### src/cfp_pkg.sv
// ----------------------------------------------------------------------------
// cfp_pkg
// Shared types, frame layout constants, fail codes and the CRC16 byte update
// used by the checked frame parser.
// ----------------------------------------------------------------------------
`default_nettype none

package cfp_pkg;

  // Frame layout: head(2) command(1) payload(PAYLOAD_LEN) crc(2) tail(2)
  localparam int PAYLOAD_LEN = 168;

  localparam logic [7:0] POS_HEAD_LO   = 8'd0;
  localparam logic [7:0] POS_HEAD_HI   = 8'd1;
  localparam logic [7:0] POS_CMD       = 8'd2;
  localparam logic [7:0] POS_PAY_FIRST = 8'd3;
  localparam logic [7:0] POS_CRC_LO    = 8'(3 + PAYLOAD_LEN);
  localparam logic [7:0] POS_CRC_HI    = 8'(4 + PAYLOAD_LEN);
  localparam logic [7:0] POS_TAIL_LO   = 8'(5 + PAYLOAD_LEN);

  // CRC16 (Modbus)
  localparam logic [15:0] CRC_INIT = 16'hFFFF;
  localparam logic [15:0] CRC_POLY = 16'hA001;

  // Verdict codes
  localparam logic [1:0] FAIL_NONE    = 2'd0;
  localparam logic [1:0] FAIL_SHORT   = 2'd1;
  localparam logic [1:0] FAIL_FRAMING = 2'd2;
  localparam logic [1:0] FAIL_CRC     = 2'd3;

  // Configuration register indexes
  localparam logic [1:0] CFG_FRAME_HEAD   = 2'd0;
  localparam logic [1:0] CFG_COMMAND_CODE = 2'd1;
  localparam logic [1:0] CFG_FRAME_TAIL   = 2'd2;

  typedef struct packed {
    logic [7:0] data_byte;
    logic       end_of_buffer;
  } in_beat_t;

  typedef struct packed {
    logic [7:0] payload_byte;
    logic       payload_valid;
    logic       verdict_valid;
    logic       frame_ok;
    logic [1:0] fail_reason;
  } out_beat_t;

  typedef struct packed {
    logic [15:0] frame_head;
    logic [7:0]  command_code;
    logic [15:0] frame_tail;
  } cfg_regs_t;

  // Fold one byte into the running CRC, LSB first
  function automatic logic [15:0] crc_add_byte(input logic [15:0] crc_in,
                                               input logic [7:0]  b);
    logic [15:0] c;
    c = crc_in ^ {8'h00, b};
    for (int k = 0; k < 8; k++) begin
      if (c[0]) begin
        c = (c >> 1) ^ CRC_POLY;
      end else begin
        c = c >> 1;
      end
    end
    return c;
  endfunction

endpackage

`default_nettype wire

### src/cfp_cfg_regs.sv
// ----------------------------------------------------------------------------
// cfp_cfg_regs
// Configuration registers: expected head, command byte and tail.
// ----------------------------------------------------------------------------
`default_nettype none

module cfp_cfg_regs
  import cfp_pkg::*;
(
  input  wire logic        clk,
  input  wire logic        rst_n,
  input  wire logic        wr_en,
  input  wire logic [1:0]  wr_index,
  input  wire logic [15:0] wr_data,
  output cfg_regs_t        cfg
);

  cfg_regs_t cfg_r;
  cfg_regs_t cfg_nxt;

  // Decode the write; an unused index leaves everything alone
  always_comb begin
    cfg_nxt = cfg_r;
    if (wr_en) begin
      unique case (wr_index)
        CFG_FRAME_HEAD:   cfg_nxt.frame_head   = wr_data;
        CFG_COMMAND_CODE: cfg_nxt.command_code = wr_data[7:0];
        CFG_FRAME_TAIL:   cfg_nxt.frame_tail   = wr_data;
        default:          cfg_nxt = cfg_r;
      endcase
    end
  end

  always_ff @(posedge clk) begin
    if (!rst_n) begin
      cfg_r <= '0;
    end else begin
      cfg_r <= cfg_nxt;
    end
  end

  assign cfg = cfg_r;

endmodule

`default_nettype wire

### src/cfp_frame_core.sv
// ----------------------------------------------------------------------------
// cfp_frame_core
// Frame tracker: byte position, running CRC and error flags. Produces one
// result per accepted beat and advances its state on that beat.
// ----------------------------------------------------------------------------
`default_nettype none

module cfp_frame_core
  import cfp_pkg::*;
(
  input  wire logic      clk,
  input  wire logic      rst_n,
  input  cfg_regs_t      cfg,
  input  wire logic      accept,
  input  in_beat_t       beat,
  output out_beat_t      result
);

  logic [7:0]  pos_r,      pos_nxt;
  logic [15:0] crc_r,      crc_nxt;
  logic        ferr_r,     ferr_nxt;
  logic [7:0]  low_r,      low_nxt;
  logic [15:0] rcrc_r,     rcrc_nxt;
  logic        finished_r, finished_nxt;

  logic [7:0]  b;
  logic [15:0] crc_upd;

  assign b       = beat.data_byte;
  assign crc_upd = crc_add_byte(crc_r, b);

  // Classify the byte by position and build the result
  always_comb begin
    pos_nxt      = pos_r;
    crc_nxt      = crc_r;
    ferr_nxt     = ferr_r;
    low_nxt      = low_r;
    rcrc_nxt     = rcrc_r;
    finished_nxt = finished_r;
    result       = '0;

    if (!finished_r) begin
      if (pos_r == POS_HEAD_LO) begin
        if (b != cfg.frame_head[7:0]) ferr_nxt = 1'b1;
        crc_nxt = crc_upd;
      end else if (pos_r == POS_HEAD_HI) begin
        if (b != cfg.frame_head[15:8]) ferr_nxt = 1'b1;
        crc_nxt = crc_upd;
      end else if (pos_r == POS_CMD) begin
        if (b != cfg.command_code) ferr_nxt = 1'b1;
        crc_nxt = crc_upd;
      end else if (pos_r >= POS_PAY_FIRST && pos_r < POS_CRC_LO) begin
        result.payload_byte  = b;
        result.payload_valid = 1'b1;
        crc_nxt = crc_upd;
      end else if (pos_r == POS_CRC_LO) begin
        low_nxt = b;
      end else if (pos_r == POS_CRC_HI) begin
        rcrc_nxt = {b, low_r};
      end else if (pos_r == POS_TAIL_LO) begin
        if (b != cfg.frame_tail[7:0]) ferr_nxt = 1'b1;
      end else begin
        // Final byte: give the frame verdict, framing beats CRC
        finished_nxt         = 1'b1;
        result.verdict_valid = 1'b1;
        if (ferr_r || b != cfg.frame_tail[15:8]) begin
          result.fail_reason = FAIL_FRAMING;
        end else if (crc_r != rcrc_r) begin
          result.fail_reason = FAIL_CRC;
        end else begin
          result.frame_ok    = 1'b1;
          result.fail_reason = FAIL_NONE;
        end
      end

      if (!finished_nxt) begin
        pos_nxt = pos_r + 8'd1;
      end

      // Buffer ended before the frame did
      if (beat.end_of_buffer && !finished_nxt) begin
        result.verdict_valid = 1'b1;
        result.frame_ok      = 1'b0;
        result.fail_reason   = FAIL_SHORT;
      end
    end

    // Drop all frame state at the end of the buffer
    if (beat.end_of_buffer) begin
      pos_nxt      = '0;
      crc_nxt      = CRC_INIT;
      ferr_nxt     = 1'b0;
      low_nxt      = '0;
      rcrc_nxt     = '0;
      finished_nxt = 1'b0;
    end
  end

  always_ff @(posedge clk) begin
    if (!rst_n) begin
      pos_r      <= '0;
      crc_r      <= CRC_INIT;
      ferr_r     <= 1'b0;
      low_r      <= '0;
      rcrc_r     <= '0;
      finished_r <= 1'b0;
    end else if (accept) begin
      pos_r      <= pos_nxt;
      crc_r      <= crc_nxt;
      ferr_r     <= ferr_nxt;
      low_r      <= low_nxt;
      rcrc_r     <= rcrc_nxt;
      finished_r <= finished_nxt;
    end
  end

endmodule

`default_nettype wire

### src/cfp_out_buf.sv
// ----------------------------------------------------------------------------
// cfp_out_buf
// Two-entry result buffer. Keeps taking beats while one result waits, and
// asserts stall upstream only when both entries are full.
// ----------------------------------------------------------------------------
`default_nettype none

module cfp_out_buf
  import cfp_pkg::*;
(
  input  wire logic clk,
  input  wire logic rst_n,
  input  wire logic push,
  input  out_beat_t push_data,
  output logic      full,
  output logic      out_valid,
  input  wire logic out_stall,
  output out_beat_t out_data
);

  logic [1:0] count_r, count_nxt;
  out_beat_t  slot0_r, slot0_nxt;
  out_beat_t  slot1_r, slot1_nxt;
  logic       pop;

  assign out_valid = (count_r != 2'd0);
  assign full      = (count_r == 2'd2);
  assign pop       = out_valid && !out_stall;
  assign out_data  = slot0_r;

  // Advance the two slots
  always_comb begin
    count_nxt = count_r;
    slot0_nxt = slot0_r;
    slot1_nxt = slot1_r;
    if (push && pop) begin
      if (count_r == 2'd1) begin
        slot0_nxt = push_data;
      end else begin
        slot0_nxt = slot1_r;
        slot1_nxt = push_data;
      end
    end else if (pop) begin
      slot0_nxt = slot1_r;
      count_nxt = count_r - 2'd1;
    end else if (push) begin
      if (count_r == 2'd0) begin
        slot0_nxt = push_data;
      end else begin
        slot1_nxt = push_data;
      end
      count_nxt = count_r + 2'd1;
    end
  end

  always_ff @(posedge clk) begin
    if (!rst_n) begin
      count_r <= '0;
    end else begin
      count_r <= count_nxt;
    end
  end

  always_ff @(posedge clk) begin
    slot0_r <= slot0_nxt;
    slot1_r <= slot1_nxt;
  end

endmodule

`default_nettype wire

### src/crc16_checked_frame_parser.sv
// A result is registered in the two-entry result buffer and shows on
// out_valid once earlier results have left. Throughput: one byte per cycle
// unless the buffer is full; the CRC register has a combinational update.
// in_stall rises only when both result buffer entries are held by out_stall.
// Reset (rst_n low, synchronous) clears frame state, the CRC to 0xFFFF,
// the configuration registers and the result buffer.
// ----------------------------------------------------------------------------
// crc16_checked_frame_parser
// Byte-stream parser for a head/command/payload/CRC16/tail frame. Passes
// payload bytes through; verdict on last byte or an early buffer end.
// ----------------------------------------------------------------------------
`default_nettype none

module crc16_checked_frame_parser
  import cfp_pkg::*;
(
  input  wire logic        clk,
  input  wire logic        rst_n,
  // byte input
  input  wire logic        in_valid,
  output logic             in_stall,
  input  in_beat_t         in_data,
  // results
  output logic             out_valid,
  input  wire logic        out_stall,
  output out_beat_t        out_data,
  // configuration writes
  input  wire logic        cfg_valid,
  output logic             cfg_ready,
  input  wire logic [1:0]  cfg_index,
  input  wire logic [15:0] cfg_data
);

  cfg_regs_t cfg;
  out_beat_t core_result;
  logic      in_accept;
  logic      buf_full;

  assign cfg_ready = 1'b1;
  assign in_stall  = buf_full;
  assign in_accept = in_valid && !buf_full;

  cfp_cfg_regs u_cfg (
    .clk      (clk),
    .rst_n    (rst_n),
    .wr_en    (cfg_valid && cfg_ready),
    .wr_index (cfg_index),
    .wr_data  (cfg_data),
    .cfg      (cfg)
  );

  cfp_frame_core u_core (
    .clk    (clk),
    .rst_n  (rst_n),
    .cfg    (cfg),
    .accept (in_accept),
    .beat   (in_data),
    .result (core_result)
  );

  cfp_out_buf u_obuf (
    .clk       (clk),
    .rst_n     (rst_n),
    .push      (in_accept),
    .push_data (core_result),
    .full      (buf_full),
    .out_valid (out_valid),
    .out_stall (out_stall),
    .out_data  (out_data)
  );

endmodule

`default_nettype wire

### config.mk
export PLATFORM = sky130hd
export DESIGN_NAME = crc16_checked_frame_parser
export DESIGN_NICKNAME = d
export VERILOG_FILES = /design/src/cfp_pkg.sv /design/src/cfp_cfg_regs.sv /design/src/cfp_frame_core.sv /design/src/cfp_out_buf.sv /design/src/crc16_checked_frame_parser.sv
export SDC_FILE = /design/constraint.sdc
export NUM_CORES = 1
export LEC_CHECK = 0
export BUFFER_PORTS_ARGS = -buffer_cell sky130_fd_sc_hd__buf_2
export CAP_MARGIN = 20
export CORE_UTILIZATION = 30
export DETAILED_ROUTE_END_ITERATION = 10
export SLEW_MARGIN = 10
export SYNTH_ARGS = -nofsm -noshare
export SYNTH_HDL_FRONTEND = slang
export SYNTH_SLANG_ARGS = --single-unit
### constraint.sdc
create_clock -name clk -period 4.95 [get_ports clk]
set_input_delay 0.7425 -clock clk [delete_from_list [all_inputs] [get_ports clk]]
set_output_delay 0.7425 -clock clk [all_outputs]
set_load 0.02 [all_outputs]
# --- Word level (Yosys, flattened, before mapping) ---
# Cells that the tools add are included.
word_totals:
  output_inout_bits: 16
  regBits: 118
classes:
  eq_ne: 31
  n_mux: 81
  magnitude_cmp: 2
  n_reduce_logical: 33
  n_addsub: 3
  bitwise_logic: 10
ops:
  columns: ["op", "count"]
  rows:
  - ["16-bit 2-to-1 mux", 22]
  - ["13-bit 2-to-1 mux", 14]
  - ["8-bit 2-to-1 mux", 10]
  - ["8-bit != test", 5]
  - ["1-bit 2-to-1 mux", 25]
  - ["8-bit equality test (second input constant)", 3]
  - ["2-bit inverter with 3-bit output", 8]
  - ["4-bit 2-to-1 mux", 5]
  - ["2-bit != test (second input constant)", 9]
  - ["16-bit != test", 1]
  - ["16-bit by 8-bit XOR with 16-bit output", 1]
  - ["5-bit by 2-bit != test with 1-bit output (second input constant)", 3]
  - ["5-bit nonzero test", 3]
  - ["10-bit AND reduction", 1]
  - ["2-bit AND reduction", 5]
  - ["2-bit nonzero test", 5]
  - ["9-bit 2-to-1 mux", 1]
  - ["8-bit by 1-bit adder with 8-bit output (second input constant)", 1]
  - ["8-bit by 1-bit equality test with 1-bit output (second input constant)", 1]
  - ["8-bit by 2-bit equality test with 1-bit output (second input constant)", 1]
  - ["8-bit by 2-bit >= comparator with 1-bit output (second input constant)", 1]
  - ["8-bit zero test", 1]
  - ["8-bit less-than comparator (second input constant)", 1]
  - ["2-bit 2-to-1 mux", 4]
  - ["other kinds (18)", 29]

# --- Logic depth before layout (Yosys ltp) ---
depth:
  depth_word: 23
  ltp_mapped: 10
  ltp_nobuf: 9

# --- Cells and area by module ---
# From an unflattened synthesis, not the netlist that was laid out.
unflattened:
  cells_unflattened: 593
  area_unflattened_um2: 5930.7
modules_own_cells:
  columns: ["module", "area_per_inst_um2", "cells_each", "seq_area_each_um2", "instances"]
  rows:
  - ["cfp_frame_core", 3245.6, 377, 1001.0, 1]
  - ["cfp_cfg_regs", 1530.2, 150, 800.8, 1]
  - ["cfp_out_buf", 1129.8, 63, 820.8, 1]
  - ["crc16_checked_frame_parser", 25.0, 3, 0.0, 1]

# --- Worst setup path after synthesis ---
# OpenSTA, ideal clock, no wires.
synth_path:
  path_type: "input to register"
  from: "input port in_valid"
  to: "register u_obuf.slot0_r (netlist bit u_obuf.out_data[10]) (data pin)"
  t_arrival_ns: 2.398
  n_path_buf: 1
  cell_stages: 6
  path_slack_ns: 2.293
  t_required_ns: 4.690
  cell_sequence: "nand2b_1 inv_1 ha_1 o31ai_1 clkbuf_1 mux2_2"
synth_lines:
  columns: ["item", "line_no", "text"]
  rows:
  - ["start: declaration", "crc16_checked_frame_parser.sv:20", "input wire logic in_valid,"]
  - ["end signal: assignment", "cfp_out_buf.sv:65", "slot0_r <= slot0_nxt;"]
  - ["end: declaration", "cfp_out_buf.sv:22", "out_beat_t slot0_r, slot0_nxt;"]

==> run_summary.xml <==
<?xml version="1.0" encoding="UTF-8"?>
<metrics>
  <group name="status">
    <metric name="run_status" unit="">finished with violations</metric>
    <metric name="violations" unit="">DRC</metric>
  </group>
  <group name="grt">
    <metric name="grt.overflow.total" unit="">0</metric>
    <metric name="grt_pass1_wl" unit="µm">21800</metric>
    <metric name="global_route.usage.met1" unit="%">18.3</metric>
    <metric name="first_global_vias" unit="">4182</metric>
    <metric name="grt_start_max_net_pins" unit="">66</metric>
    <metric name="antenna_found_initial" unit="">0</metric>
    <metric name="use_met3" unit="%">3.21</metric>
    <metric name="gr-usage-met2" unit="%">23.3</metric>
    <metric name="grt_util_all_layers" unit="%">14.1</metric>
    <metric name="busiest_layer" unit="">met2</metric>
  </group>
  <group name="drt">
    <metric name="totalWireLength" unit="µm">13100</metric>
    <metric name="drtIter0Drc" unit="">160</metric>
    <metric name="drt_pass1_iterations" unit="">10</metric>
    <metric name="ant_nets" unit="">0</metric>
    <metric name="drc" unit="">4</metric>
    <metric name="wire_per_inst" unit="µm">15.7</metric>
    <metric name="avgViaCountPerCell" unit="">4.87</metric>
    <metric name="via_count" unit="">4045</metric>
  </group>
  <group name="placement">
    <metric name="dp_hpwl" unit="µm">9220</metric>
    <metric name="routability_congestion_estimate_from_global_placement" unit="">0.800</metric>
    <metric name="postPlaceCellArea" unit="µm²">6020</metric>
    <metric name="detailedPlace.worstSlack" unit="ns">1.83</metric>
    <metric name="numPortBuffers" unit="">46</metric>
  </group>
  <group name="worst_setup_path">
    <metric name="critical_path.startpoint_type" unit="">flop</metric>
    <metric name="setup.worst_path.start" unit="">u_core.pos_r[0]$_SDFFE_PN0P_</metric>
    <metric name="critical_path_peak_fanout" unit="">7</metric>
    <metric name="worst_ep_required_time" unit="ns">5.22</metric>
    <metric name="kind_of_critical_path" unit="">flop to flop</metric>
    <metric name="worstReg2RegStart" unit="">u_core.pos_r[0]$_SDFFE_PN0P_</metric>
    <metric name="cp_data_arrival_time" unit="ns">2.87</metric>
    <metric name="timing.critical_path.to_type" unit="">flop</metric>
  </group>
  <group name="final_layout">
    <metric name="area_delta_synth_final" unit="%">17.4</metric>
    <metric name="insertedDiodeCount" unit="">0</metric>
    <metric name="post_route_cells_drive_above_1_share" unit="%">19.1</metric>
    <metric name="layout_commonest_cell" unit="">sky130_fd_sc_hd__dfxtp_1</metric>
    <metric name="fin_util" unit="%">36.4</metric>
    <metric name="top_library_cells_by_usage_in_the_layout_fill_and_taps_aside" unit="">sky130_fd_sc_hd__dfxtp_1, sky130_fd_sc_hd__nand2_1, sky130_fd_sc_hd__xnor2_1</metric>
    <metric name="final_nets" unit="">629</metric>
    <metric name="post-route-cell-area" unit="µm²">6620</metric>
  </group>
  <group name="synthesis">
    <metric name="synth-xor-area-share" unit="%">13.1</metric>
    <metric name="synth_ff_type" unit="">sky130_fd_sc_hd__dfxtp_1</metric>
    <metric name="net_count_synth" unit="">592</metric>
    <metric name="synth_top_family_by_area" unit="">compound AO/OA/AOI/OAI gates</metric>
    <metric name="muxShareOfSynthArea" unit="%">4.02</metric>
    <metric name="synth_adder_area_share" unit="%">1.78</metric>
    <metric name="post_synth_and_or_nand_nor_area_fraction" unit="%">15.0</metric>
    <metric name="ys_ff_latch" unit="">118</metric>
    <metric name="number_of_enable_flip_flop_cells_after_synthesis" unit="">26</metric>
    <metric name="ys_async_sr_fraction" unit="%">0</metric>
    <metric name="fraction_of_the_mapped_netlist_area_in_compound_gates" unit="%">16.1</metric>
    <metric name="synth-seq-area-share" unit="%">46.5</metric>
    <metric name="synth_cell_type_count" unit="">63</metric>
    <metric name="synthesis.instances" unit="">552</metric>
    <metric name="synth_area" unit="µm²">5640</metric>
    <metric name="avgSynthCellArea" unit="µm²">10.2</metric>
    <metric name="number_of_warnings_printed_during_yosys_synthesis" unit="">0</metric>
  </group>
  <group name="pwr">
    <metric name="seqPwrFrac" unit="%">39.0</metric>
    <metric name="vdd.ir_drop.worst" unit="mV">0.269</metric>
    <metric name="swShare" unit="%">28.4</metric>
    <metric name="power_frac_comb" unit="%">21.0</metric>
    <metric name="p_per_area" unit="nW/µm²">451</metric>
    <metric name="pwr-share-clk" unit="%">40.0</metric>
    <metric name="power_switching" unit="mW">0.846</metric>
    <metric name="pint" unit="mW">2.14</metric>
    <metric name="static_leakage" unit="nW">2.44</metric>
  </group>
  <group name="sta">
    <metric name="finClkSkew" unit="ns">0.0102</metric>
    <metric name="finalMaxSlewViolations" unit="">0</metric>
    <metric name="max_slew_margin" unit="%">30.2</metric>
    <metric name="fin_setup_tns" unit="ns">0</metric>
    <metric name="grt_setup_unrepaired" unit="">no</metric>
    <metric name="fmax" unit="GHz">0.386</metric>
    <metric name="finalSetupViolations" unit="">0</metric>
    <metric name="tightestPinTransition" unit="ns">1.05</metric>
    <metric name="final_critical_path_setup_slack" unit="ns">2.36</metric>
    <metric name="time_the_worst_path_needs_with_i_o_delays_and_setup" unit="ns">2.59</metric>
    <metric name="min_period_over_period" unit="%">52.4</metric>
    <metric name="hold_viol_final" unit="">0</metric>
  </group>
  <group name="clock_network">
    <metric name="clkSinkCount" unit="">118</metric>
    <metric name="cts-htree-levels" unit="">4</metric>
    <metric name="clk_transition_reported_paths" unit="ns">0.06</metric>
    <metric name="insertion_delay" unit="ns">0.41</metric>
    <metric name="cts_hold_buf" unit="">0</metric>
    <metric name="cts_repair_resize_count" unit="">0</metric>
    <metric name="clockRootBuffer" unit="">sky130_fd_sc_hd__clkbuf_16</metric>
    <metric name="cts_made_buffers" unit="">17</metric>
    <metric name="post-cts-setup-buffer-count" unit="">0</metric>
    <metric name="clock_tree.buffer_depth" unit="">2</metric>
    <metric name="tritoncts" unit="">done</metric>
  </group>
  <group name="flow_run">
    <metric name="maxCapViolations" unit="">0</metric>
  </group>
  <group name="die">
    <metric name="die-width" unit="µm">139</metric>
    <metric name="boundaryPins" unit="">48</metric>
    <metric name="dieHeight" unit="µm">139</metric>
    <metric name="core" unit="µm²">18200</metric>
    <metric name="initial_core_utilization" unit="%">31.0</metric>
    <metric name="rows" unit="">49</metric>
    <metric name="dieArea" unit="µm²">19300</metric>
  </group>
  <group name="min_path">
    <metric name="timing.hold.worst.class" unit="">flop to flop</metric>
    <metric name="hold_path.startpoint" unit="">u_cfg.cfg[5]$_SDFFE_PN0P_</metric>
  </group>
</metrics>
-- worst max-delay path, stage by stage, from the launching register on --
cell	delay, ns
sky130_fd_sc_hd__dfxtp_1	0.41
sky130_fd_sc_hd__inv_1	0.11
sky130_fd_sc_hd__ha_1	0.29
sky130_fd_sc_hd__nor3_1	0.32
sky130_fd_sc_hd__nand3_1	0.13
sky130_fd_sc_hd__a211oi_1	0.61
sky130_fd_sc_hd__clkbuf_2	0.28
sky130_fd_sc_hd__and2_1	0.17
sky130_fd_sc_hd__mux2_2	0.15
-- cells by family (layout without fill, tap and decap cells) --
| group | count (synthesis) | after routing |
|---|---|---|
| and+or+nand+nor | 173 | 173 |
| DFF | 118 | 118 |
| AOI/OAI and AO/OA | 107 | 107 |
| xor gates and xnor gates | 83 | 83 |
| buffers and inverters | 41 | 91 |
| muxes | 21 | 21 |
| adders and majority gates | 8 | 8 |
| other | 1 | 1 |
-- metal layers --
layer,share of wire (%),wire length (µm),vias up
met5,0,0,-
met2,47,6130,90
li1,-,-,1996
met4,0.98,128,0
met1,47,6100,1950
met3,5.3,697,9
-- layout make-up --
| type | count | area (µm²) |
|---|---|---|
| Clock inverter | 7 | 66.3 |
| Timing Repair Buffer | 51 | 265 |
| Tap cell | 229 | 287 |
| Sequential cell | 118 | 2620 |
| Inverter | 8 | 30.0 |
| Multi-Input combinational cell | 393 | 2830 |
| Fill cell | 1817 | 11600 |
| Clock buffer | 25 | 518 |
-- through the flow --
step                hold slack [ns]  std cells  total power [mW]
floorplan                     0.455        552              1.64
global placement              0.467        796              1.79
detailed placement            0.474        797              1.81
CTS                           0.481        829              3.01
global route                  0.496        831              3.12
finish                        0.477        831              2.98
-- state kept, by name, indices dropped and copies added, names as in the netlist --
name,flops
u_obuf.out_data,13
u_core.low_r,8
u_cfg.cfg,40
u_core.ferr_r,1
u_core.crc_r,16
u_core.pos_r,8
u_core.finished_r,1
u_obuf.count_r,2
u_core.rcrc_r,16
u_obuf.slot1_r,13
-- power groups by stage --
stage	Clock [mW]	Combinational, mW	Sequential [mW]
6_report	1.19	0.627	1.16
5_1_grt	1.26	0.684	1.18
4_1_cts	1.21	0.629	1.17
3_5_place_dp	0	0.624	1.19
3_3_place_gp	0	0.606	1.18
2_1_floorplan	0	0.409	1.23
-- cells in the mapped netlist, drive strengths merged, types with 3 or more instances --
library cell	n	area share (%)
a21boi	34	4.5
o22a	6	0.93
o21ai	6	0.73
xor2	21	3.3
o211ai	4	0.53
inv	8	0.53
or4	3	0.47
dfxtp	92	33
nand3	5	0.44
a32o	16	2.8
xnor2	61	9.5
nor2b	11	1.2
nor4	5	0.55
a22o	8	1.2
and3	3	0.33
buf	12	1.4
clkbuf	21	1.4
and2	11	1.2
or2	3	0.33
nand3b	3	0.40
nor3	4	0.44
edfxtp	26	14
o21a	3	0.40
a21oi	15	2.0
nand4	10	1.1
mux2i	8	1.4
ha	8	1.8
nor2	26	1.8
nand2	79	5.3
mux2	13	2.6
-- path summary, 6_finish.rpt --
| path | depth (start not counted) | to | slack [ns] |
|---|---|---|---|
| max | 8 | u_obuf.out_data[6]$_DFFE_PP_ | 2.36 |
| min | 2 | u_cfg.cfg[5]$_SDFFE_PN0P_ | 0.48 |
| max reg2reg | 8 | u_obuf.out_data[6]$_DFFE_PP_ | 2.36 |
| min reg2reg | 2 | u_cfg.cfg[5]$_SDFFE_PN0P_ | 0.48 |
Power figures use the tool's default switching activity.
